$ cat src/hdl/csb_pkg.sv
// ----------------------------------------------------------------------------
// csb_pkg: shared types and codes for the counting semaphore bank
// Opcodes, status codes, controller states and the command/status structs.
// ----------------------------------------------------------------------------
package csb_pkg;

  localparam int unsigned CNT_W = 16;
  localparam int unsigned PID_W = 8;
  localparam logic [CNT_W-1:0] CNT_MAX = '1;

  typedef enum logic [2:0] {
    OP_OPEN    = 3'd0,
    OP_CLOSE   = 3'd1,
    OP_POST    = 3'd2,
    OP_WAIT    = 3'd3,
    OP_VALUE   = 3'd4,
    OP_USERS   = 3'd5,
    OP_WAITERS = 3'd6,
    OP_REMOVE  = 3'd7
  } opcode_t;

  typedef enum logic [2:0] {
    ST_OK       = 3'd0,
    ST_BADH     = 3'd1,
    ST_NOSLOT   = 3'd2,
    ST_QFULL    = 3'd3,
    ST_NOTFOUND = 3'd4,
    ST_OVF      = 3'd5
  } status_t;

  typedef enum logic [2:0] {
    S_IDLE,
    S_SCAN,
    S_EXEC,
    S_RM_RD,
    S_RM_CHK,
    S_SH_RD,
    S_SH_WR,
    S_DONE
  } state_t;

  // controller -> datapath
  typedef struct packed {
    logic load;      // capture input item
    logic scan_clr;  // reset scan index
    logic scan_step; // examine one slot, advance
    logic exec;      // perform the simple ops
    logic rm_clr;    // start a queue walk
    logic rm_rd;     // issue read of queue entry at walk index
    logic rm_chk;    // compare read entry
    logic sh_rd;     // read the entry after the walk index
    logic sh_wr;     // write it down one place, advance
    logic finish;    // finalise result
  } csb_cmd_t;

  // datapath -> controller
  typedef struct packed {
    logic is_open;
    logic is_remove;
    logic scan_last;
    logic scan_hit;
    logic rm_empty;  // walk over the whole fill finished
    logic rm_match;
    logic sh_last;
  } csb_sts_t;

endpackage

$ cat src/hdl/counting_semaphore_bank_top.sv
// ----------------------------------------------------------------------------
// counting_semaphore_bank_top: bank of named counting semaphores
// Stream in one request transaction, stream out one result transaction.
// ----------------------------------------------------------------------------
// Sequence: open scans the slot table, one slot compared per cycle;
//   remove walks the waiter RAM for the caller's pid, then shifts the
//   later entries down one place; other ops execute directly.
// Throughput: one transaction at a time; the next is taken once the
//   result is registered, while that result may still wait downstream.
// Reset: rst synchronous, active high; clears slot flags and queue pointers.
module counting_semaphore_bank_top #(
  parameter int unsigned NUM_SEMS   = 16,
  parameter int unsigned WAIT_DEPTH = 16,
  parameter int unsigned NAME_BITS  = 64
) (
  input  logic         clk,
  input  logic         rst,
  input  logic         s_tvalid,
  output logic         s_tready,
  // opcode[2:0], handle[6:3], name_key[70:7], initial_count[86:71],
  // pid[94:87], zero pad
  input  logic [95:0]  s_tdata,
  output logic         m_tvalid,
  input  logic         m_tready,
  // status[2:0], handle_out[6:3], read_value[22:7], block_caller[23],
  // wake_valid[24], wake_pid[32:25], zero pad
  output logic [39:0]  m_tdata
);
  import csb_pkg::*;

  csb_cmd_t cmd;
  csb_sts_t sts;
  logic in_fire, out_fire;
  logic [2:0]  status;
  logic [3:0]  handle_out;
  logic [15:0] read_value;
  logic block_caller, wake_valid;
  logic [7:0] wake_pid;

  assign in_fire  = s_tvalid && s_tready;
  assign out_fire = m_tvalid && m_tready;

  csb_ctrl u_ctrl (
    .clk(clk), .rst(rst), .in_fire(in_fire), .out_busy(m_tvalid),
    .out_fire(out_fire), .sts(sts), .in_ready(s_tready), .cmd(cmd)
  );

  csb_dp #(.NUM_SEMS(NUM_SEMS), .WAIT_DEPTH(WAIT_DEPTH), .NAME_BITS(NAME_BITS)) u_dp (
    .clk(clk), .rst(rst), .cmd(cmd),
    .opcode(s_tdata[2:0]), .handle(s_tdata[6:3]), .name_key(s_tdata[70:7]),
    .initial_count(s_tdata[86:71]), .caller_pid(s_tdata[94:87]),
    .sts(sts), .status(status), .handle_out(handle_out), .read_value(read_value),
    .block_caller(block_caller), .wake_valid(wake_valid), .wake_pid(wake_pid)
  );

  // result valid: set on finish, cleared when taken
  always_ff @(posedge clk) begin
    if (rst) begin
      m_tvalid <= 1'b0;
    end else if (cmd.finish) begin
      m_tvalid <= 1'b1;
    end else if (out_fire) begin
      m_tvalid <= 1'b0;
    end
  end

  assign m_tdata = {7'd0, wake_pid, wake_valid, block_caller, read_value,
                    handle_out, status};
endmodule

$ cat src/hdl/csb_ram.sv
// ----------------------------------------------------------------------------
// csb_ram: generic single-port-write, single-port-read RAM
// One write and one registered read per cycle.
// ----------------------------------------------------------------------------
module csb_ram #(
  parameter int unsigned WIDTH = 8,
  parameter int unsigned DEPTH = 256
) (
  input  logic                     clk,
  input  logic                     we,
  input  logic [$clog2(DEPTH)-1:0] waddr,
  input  logic [WIDTH-1:0]         wdata,
  input  logic [$clog2(DEPTH)-1:0] raddr,
  output logic [WIDTH-1:0]         rdata
);
  logic [WIDTH-1:0] mem [DEPTH];

  always_ff @(posedge clk) begin
    if (we) begin
      mem[waddr] <= wdata;
    end
    rdata <= mem[raddr];
  end
endmodule

$ cat src/hdl/csb_ctrl.sv
// ----------------------------------------------------------------------------
// csb_ctrl: sequencer for the semaphore bank
// Steps the datapath through slot scan, execute, queue walk and shift phases.
// ----------------------------------------------------------------------------
module csb_ctrl (
  input  logic              clk,
  input  logic              rst,
  input  logic              in_fire,
  input  logic              out_busy,
  input  logic              out_fire,
  input  csb_pkg::csb_sts_t sts,
  output logic              in_ready,
  output csb_pkg::csb_cmd_t cmd
);
  import csb_pkg::*;

  state_t state, state_next;

  always_ff @(posedge clk) begin
    if (rst) begin
      state <= S_IDLE;
    end else begin
      state <= state_next;
    end
  end

  always_comb begin
    state_next = state;
    cmd = '0;
    in_ready = 1'b0;
    unique case (state)
      S_IDLE: begin
        in_ready = 1'b1;
        if (in_fire) begin
          cmd.load = 1'b1;
          cmd.scan_clr = 1'b1;
          state_next = S_SCAN;
        end
      end
      S_SCAN: begin
        if (sts.is_open) begin
          cmd.scan_step = 1'b1;
          if (sts.scan_last || sts.scan_hit) state_next = S_EXEC;
        end else if (sts.is_remove) begin
          cmd.rm_clr = 1'b1;
          state_next = S_RM_RD;
        end else begin
          state_next = S_EXEC;
        end
      end
      S_EXEC: begin
        cmd.exec = 1'b1;
        state_next = S_DONE;
      end
      S_RM_RD: begin
        if (sts.rm_empty) begin
          state_next = S_DONE;
        end else begin
          cmd.rm_rd = 1'b1;
          state_next = S_RM_CHK;
        end
      end
      S_RM_CHK: begin
        cmd.rm_chk = 1'b1;
        if (sts.rm_match) state_next = S_SH_RD;
        else state_next = S_RM_RD;
      end
      S_SH_RD: begin
        if (sts.sh_last) begin
          state_next = S_DONE;
        end else begin
          cmd.sh_rd = 1'b1;
          state_next = S_SH_WR;
        end
      end
      S_SH_WR: begin
        cmd.sh_wr = 1'b1;
        state_next = S_SH_RD;
      end
      S_DONE: begin
        if (!out_busy || out_fire) begin
          cmd.finish = 1'b1;
          state_next = S_IDLE;
        end
      end
      default: state_next = S_IDLE;
    endcase
  end
endmodule

$ cat src/hdl/csb_dp.sv
// ----------------------------------------------------------------------------
// csb_dp: semaphore bank datapath
// Slot tables, per-slot queue pointers, waiter RAM and result register.
// ----------------------------------------------------------------------------
module csb_dp #(
  parameter int unsigned NUM_SEMS   = 16,
  parameter int unsigned WAIT_DEPTH = 16,
  parameter int unsigned NAME_BITS  = 64
) (
  input  logic                   clk,
  input  logic                   rst,
  input  csb_pkg::csb_cmd_t      cmd,
  input  logic [2:0]             opcode,
  input  logic [3:0]             handle,
  input  logic [63:0]            name_key,
  input  logic [15:0]            initial_count,
  input  logic [7:0]             caller_pid,
  output csb_pkg::csb_sts_t      sts,
  output logic [2:0]             status,
  output logic [3:0]             handle_out,
  output logic [15:0]            read_value,
  output logic                   block_caller,
  output logic                   wake_valid,
  output logic [7:0]             wake_pid
);
  import csb_pkg::*;

  localparam int unsigned SW = (NUM_SEMS > 1) ? $clog2(NUM_SEMS) : 1;
  localparam int unsigned QW = $clog2(WAIT_DEPTH);
  localparam int unsigned FW = $clog2(WAIT_DEPTH + 1);
  localparam int unsigned SCW = $clog2(NUM_SEMS + 1);

  // slot state
  logic [NUM_SEMS-1:0] in_use;
  logic [NAME_BITS-1:0] slot_name [NUM_SEMS];
  logic [CNT_W-1:0]     sem_count [NUM_SEMS];
  logic [CNT_W-1:0]     slot_users [NUM_SEMS];
  logic [QW-1:0]        qhead [NUM_SEMS];
  logic [FW-1:0]        qfill [NUM_SEMS];

  // captured item
  opcode_t              op;
  logic [3:0]           h;
  logic [NAME_BITS-1:0] key;
  logic [CNT_W-1:0]     init;
  logic [PID_W-1:0]     pid;

  // scan
  logic [SW-1:0] idx;
  logic          found, free_ok;
  logic [SW-1:0] found_idx, free_idx;

  // queue walk
  logic [FW-1:0] walk;
  logic          rm_found;

  // result
  status_t        res_st;
  logic [SW-1:0]  res_h;
  logic [CNT_W-1:0] res_rv;
  logic           res_blk, res_wv;
  logic [PID_W-1:0] res_wpid;
  logic           pop_rd;

  // addressed slot, valid when handle in range and slot in use
  logic          h_ok;
  logic [SW-1:0] hs;
  assign h_ok = ({28'd0, h} < 32'(NUM_SEMS)) && in_use[SW'(h)];
  assign hs = SW'(h);

  // waiter RAM
  logic                  we;
  logic [SW+QW-1:0]      waddr, raddr;
  logic [PID_W-1:0]      wdata, rdata;

  csb_ram #(.WIDTH(PID_W), .DEPTH(NUM_SEMS * WAIT_DEPTH)) u_wait_ram (
    .clk(clk), .we(we), .waddr(waddr), .wdata(wdata), .raddr(raddr), .rdata(rdata)
  );

  function automatic logic [QW-1:0] qpos(logic [QW-1:0] hd, logic [FW-1:0] k);
    logic [FW:0] s;
    s = {1'b0, (FW)'(hd)} + {1'b0, k};
    if (s >= (FW+1)'(WAIT_DEPTH)) s = s - (FW+1)'(WAIT_DEPTH);
    return s[QW-1:0];
  endfunction

  // RAM port selection
  always_comb begin
    we = 1'b0;
    waddr = {hs, qpos(qhead[hs], qfill[hs])};
    wdata = pid;
    raddr = {hs, qpos(qhead[hs], walk)};
    if (cmd.exec && op == OP_POST) raddr = {hs, qhead[hs]};
    if (cmd.exec && op == OP_WAIT && h_ok && sem_count[hs] == '0
        && qfill[hs] < FW'(WAIT_DEPTH)) we = 1'b1;
    if (cmd.sh_rd) raddr = {hs, qpos(qhead[hs], walk + FW'(1))};
    if (cmd.sh_wr) begin
      we = 1'b1;
      waddr = {hs, qpos(qhead[hs], walk)};
      wdata = rdata;
    end
  end

  assign sts.is_open   = (op == OP_OPEN);
  assign sts.is_remove = (op == OP_REMOVE) && h_ok;
  assign sts.scan_last = (SCW'(idx) == SCW'(NUM_SEMS - 1));
  assign sts.scan_hit  = in_use[idx] && slot_name[idx] == key;
  assign sts.rm_empty  = (walk >= qfill[hs]);
  assign sts.rm_match  = (rdata == pid);
  assign sts.sh_last   = (walk + FW'(1) >= qfill[hs]);

  always_ff @(posedge clk) begin
    if (rst) begin
      in_use <= '0;
      for (int i = 0; i < NUM_SEMS; i++) begin
        qhead[i] <= '0;
        qfill[i] <= '0;
      end
    end else begin
      if (cmd.load) begin
        op <= opcode_t'(opcode);
        h <= handle;
        key <= name_key[NAME_BITS-1:0];
        init <= initial_count;
        pid <= caller_pid;
        res_st <= ST_OK; res_h <= '0; res_rv <= '0;
        res_blk <= 1'b0; res_wv <= 1'b0; res_wpid <= '0;
        pop_rd <= 1'b0;
      end
      if (cmd.scan_clr) begin
        idx <= '0; found <= 1'b0; free_ok <= 1'b0;
      end
      if (cmd.scan_step) begin
        if (sts.scan_hit) begin
          found <= 1'b1; found_idx <= idx;
        end
        if (!in_use[idx] && !free_ok) begin
          free_ok <= 1'b1; free_idx <= idx;
        end
        if (!sts.scan_last) idx <= idx + SW'(1);
      end
      if (cmd.exec) begin
        if (op == OP_OPEN) begin
          if (found) begin
            if (slot_users[found_idx] == CNT_MAX) res_st <= ST_OVF;
            else begin
              slot_users[found_idx] <= slot_users[found_idx] + 1'b1;
              res_h <= found_idx;
            end
          end else if (free_ok) begin
            in_use[free_idx] <= 1'b1;
            slot_name[free_idx] <= key;
            sem_count[free_idx] <= init;
            slot_users[free_idx] <= 16'd1;
            qhead[free_idx] <= '0;
            qfill[free_idx] <= '0;
            res_h <= free_idx;
          end else res_st <= ST_NOSLOT;
        end else if (!h_ok) begin
          res_st <= ST_BADH;
        end else begin
          unique case (op)
            OP_CLOSE: begin
              if (slot_users[hs] <= 16'd1) begin
                slot_users[hs] <= '0;
                in_use[hs] <= 1'b0;
                qhead[hs] <= '0;
                qfill[hs] <= '0;
              end else slot_users[hs] <= slot_users[hs] - 1'b1;
            end
            OP_POST: begin
              if (qfill[hs] != '0) begin
                res_wv <= 1'b1;
                pop_rd <= 1'b1;
                qhead[hs] <= qpos(qhead[hs], FW'(1));
                qfill[hs] <= qfill[hs] - FW'(1);
              end else if (sem_count[hs] == CNT_MAX) res_st <= ST_OVF;
              else sem_count[hs] <= sem_count[hs] + 1'b1;
            end
            OP_WAIT: begin
              if (sem_count[hs] != '0) sem_count[hs] <= sem_count[hs] - 1'b1;
              else if (qfill[hs] >= FW'(WAIT_DEPTH)) res_st <= ST_QFULL;
              else begin
                qfill[hs] <= qfill[hs] + FW'(1);
                res_blk <= 1'b1;
              end
            end
            OP_VALUE:   res_rv <= sem_count[hs];
            OP_USERS:   res_rv <= slot_users[hs];
            OP_WAITERS: res_rv <= CNT_W'(qfill[hs]);
            default: ;
          endcase
        end
      end
      // popped waiter arrives in the cycle after the read; hold it while the
      // result waits for the output register
      if (pop_rd) begin
        res_wpid <= rdata;
        pop_rd <= 1'b0;
      end
      if (cmd.rm_clr) begin
        walk <= '0; rm_found <= 1'b0;
      end
      if (cmd.rm_chk && !sts.rm_match) walk <= walk + FW'(1);
      if (cmd.rm_chk && sts.rm_match) rm_found <= 1'b1;
      if (cmd.sh_wr) walk <= walk + FW'(1);
      if (cmd.finish && op == OP_REMOVE && h_ok) begin
        if (rm_found) qfill[hs] <= qfill[hs] - FW'(1);
      end
      if (cmd.finish) begin
        status <= (op == OP_REMOVE && h_ok && !rm_found) ? ST_NOTFOUND : res_st;
        handle_out <= 4'(res_h);
        read_value <= res_rv;
        block_caller <= res_blk;
        wake_valid <= res_wv;
        wake_pid <= pop_rd ? rdata : res_wpid;
      end
    end
  end
endmodule

$ cat config.mk
export PLATFORM = sky130hd
export DESIGN_NAME = counting_semaphore_bank_top
export DESIGN_NICKNAME = d
export VERILOG_FILES = /design/src/hdl/csb_pkg.sv /design/src/hdl/counting_semaphore_bank_top.sv /design/src/hdl/csb_ram.sv /design/src/hdl/csb_ctrl.sv /design/src/hdl/csb_dp.sv
export SDC_FILE = /design/constraint.sdc
export NUM_CORES = 2
export LEC_CHECK = 0
export BUFFER_PORTS_ARGS = -buffer_cell sky130_fd_sc_hd__buf_2
export CORE_ASPECT_RATIO = 1.1
export CORE_UTILIZATION = 55
export DETAILED_ROUTE_END_ITERATION = 6
export PLACE_DENSITY = 0.82
export SLEW_MARGIN = 20
export SYNTH_ARGS = -nofsm -noshare
export SYNTH_HDL_FRONTEND = slang
export SYNTH_SLANG_ARGS = --single-unit
$ cat constraint.sdc
create_clock -name clk -period 8.99 [get_ports clk]
set_input_delay 0 -clock clk [delete_from_list [all_inputs] [get_ports clk]]
set_output_delay 0 -clock clk [all_outputs]
set_load 0.03 [all_outputs]
==> flow_metrics.tcl <==
set metrics [dict create \
    p_leak_nw 57.9 \
    nets 10300 \
    p_switching_w 0.0171 \
    power_frac_comb_pct 27.1 \
    worstMarginPinSlew_ps 1350 \
    synth_cell_type_count 86 \
    rsz0062_at_grt "false" \
    place_inst 13400 \
    grt_pass1_vias 99600 \
    critPathBufInv 3 \
    violations "design-rule violations" \
    setup_viol 0 \
    cp_slowest_stage_delay_ps 940 \
    cp.required_ps 9740 \
    clkTransAtPathRegs_ps 60 \
    critPathMaxFanout 34 \
    cp_slowest_cell "nor4_1" \
    end_kind "flip-flop" \
    synth_top_family_by_area "multiplexers" \
    drive_above_1_share_pct 15.8 \
    crit_chain "mux4_2 -> mux2_2 -> o21ai_0 -> inv_1 -> ha_1 -> and2_0 -> o21ai_0 -> o21ai_1 -> nand2b_1 -> nand2_4 -> nand2_1 -> buf_4 -> a2111oi_0 -> nor4_1 -> o211ai_1 -> nor4_1 -> buf_4 -> nand4_1" \
    slew_headroom_pct 9.70 \
    first_pass_iters 7 \
    grt_pass1_wl_um 672000 \
    antenna_found_initial 26 \
    gp_congestion 0.939 \
    cp_data_arrival_time_ps 9600 \
    grt_max_degree 157 \
    ys.warnings.count 0 \
    power.total_w 0.0511 \
    synth-compound-area-share_pct 5.95 \
    yosys.area_share.adder_pct 0.378 \
    route.detailed.drc 76 \
    start_util_pct 55.4 \
    syn_avg_cell_area_um2 16.4 \
    powerDensity_mw_per_mm2 284 \
    cts.sinks 3950 \
    hold_path_class "in -> reg" \
    p_sw_share_pct 33.6 \
    clockRootBuffer "clkbuf_16" \
    num_rows 207 \
    avgViaCountPerCell 7.02 \
    intPower_w 0.0339 \
    status "complete, but fails checks" \
    antenna_left 0 \
    track_usage_pct 31.4 \
    synth-seq-area-share_pct 73.7 \
    pwr-share-clk_pct 31.4 \
    maxCapViolCount 0 \
    cp_top_family "simple AND/OR/NAND/NOR gates" \
    crit_type "reg -> reg" \
    wirelength_um 468000 \
    core_mm2 0.290 \
    synth_area_leaders "edfxtp_1 (73%), mux4_2 (8.0%), nand2_1 (2.8%)" \
    io_pins 142 \
    synthMuxAreaShare_pct 10.0 \
    post-route-min-period_ps 8850 \
    final_common_cell "edfxtp_1" \
    port_buffers 133 \
    synth_top_area_cell "edfxtp_1" \
    hold_violations 0 \
    fmaxAchievable_ghz 0.113 \
    htree_num_levels 5 \
    cts_buffers 381 \
    synth_edf_count 3910 \
    worstSetupStartpointType "flip-flop" \
    final.setup.tns_ps 0 \
    postCtsSetupBuffers 0 \
    max-vdd-ir-drop_mv 0.436 \
    clock_skew_ps 134 \
    synth_area_mm2 0.160 \
    synth_xor_area_share_pct 0.643 \
    grt-ovfl-total 0 \
    num_vias 100000 \
    seq_power_share_pct 41.5 \
    yosys.area_share.simple_pct 7.42 \
    final_cell_mix "edfxtp_1 (3910), nand2_1 (1199), nor2_1 (613)" \
    wire_per_inst_um 32.7 \
    synthArstFlopShare_pct 0 \
    insertion_delay_ps 970 \
    synth_seq_cells 3950 \
    fin_crit_sh_pct 98.4 \
    tritoncts "yes" \
    ctsResizeCount 0 \
    drt-initial-drc-count 18300 \
    die_y_um 568 \
    hpwl_um 250000 \
    chipWidth_um 517 \
    synthesis.instances 9806 \
    syn_to_final_growth_pct 12.2 \
    slew_viol_final 0 \
    layout.cells.non_filler 14300 \
    fp.dieArea_mm2 0.294 \
    ys.flop_type "edfxtp_1" \
    cts_max_path_buffers 4 \
    synth_top_area_share_pct 73.2 \
]
synth_stat cells (all sizes together), types with 43 or more instances:
master	instances
inv	55
nor3	82
nand2	1215
buf	270
o22ai	90
nand3	351
nor4	50
clkbuf	373
a21oi	187
edfxtp	3910
mux2i	255
a31oi	200
nor2	622
a221oi	47
nor2b	43
a311oi	50
and3	213
xnor2	58
mux2	60
a211oi	195
o21ai	253
xor2	58
a2111oi	44
mux4	572
flip-flops by register name, summed over array words and instances (netlist names), 64 cells and up, named ones only:
register / flops
u_dp.u_wait_ram.mem: 2048
u_dp.qfill: 80
u_dp.sem_count: 256
u_dp.key: 64
u_dp.qhead: 64
u_dp.slot_name: 1024
u_dp.slot_users: 256
routing by layer:
layer	wire [µm]	GRT usage, %	part of all wire, %
met1	146000	37.6	31
met2	222000	50.4	48
met3	62800	8.21	13
met4	36500	20.4	7.8
met5	219	0	0.047
power by group through the flow:
stage	sequential (W)	combinational [W]	clock (W)
detailed placement	0.0215	0.0129	0
global placement	0.0215	0.0126	0
global route	0.0212	0.0142	0.0167
finish	0.0212	0.0138	0.0160
CTS	0.0212	0.0133	0.0160
floorplan	0.0213	0.00838	0
final timing paths:
| path | end | slack, ps | depth (start not counted) | startpoint |
|---|---|---|---|---|
| worst min register to register | u_dp.read_value[14] | 440 | 0 | u_dp.res_rv[14] |
| worst max register to register | u_dp.u_wait_ram.rdata[3] | 140 | 18 | flip-flop |
| worst min-delay path | flip-flop | 60 | 3 | s_tdata[6] |
| worst max-delay path | u_dp.u_wait_ram.rdata[3] | 140 | 18 | flip-flop |
timing repair:
action | in CTS | in global routing
hold buffers | 193 | 0
endpoints found under the hold margin | 174 | 0
setup endpoints to repair | 0 | 0
tightest hold or removal path, delay by kind of cell:
family                 cells  cell delay (ps)
multiplexers               1              130
buffers and inverters      2              780
layout make-up:
cell class	count	area (µm²)
antenna	15	37.5
clock buffer	482	10000
clock inverter	208	2140
fill	18900	110000
inverter	56	250
multi-input combinational	5163	39700
sequential	3950	118000
tap	3866	4840
timing repair buffer	561	4640
kinds of logic after synthesis:
| group | count (synthesis) |
|---|---|
| AOI/OAI and AO/OA | 1397 |
| xor gates and xnor gates | 116 |
| adders and majority gates | 46 |
| buffers and inverters | 699 |
| DFF | 3950 |
| muxes | 887 |
| other | 1 |
| and+or+nand+nor | 2710 |
through the flow:
step	worst slack (ps)	hold WS (ps)	instance area (µm²)	utilization, %
finish	140	55.5	180000	62.1
global route	56.0	32.0	180000	62.1
CTS	693	48.8	180000	62.1
floorplan	2560	98.9	160000	-
global placement	1180	176	166000	57.2
detailed placement	1020	179	166000	57.2
Note: power is estimated with default switching activity, not from simulation.
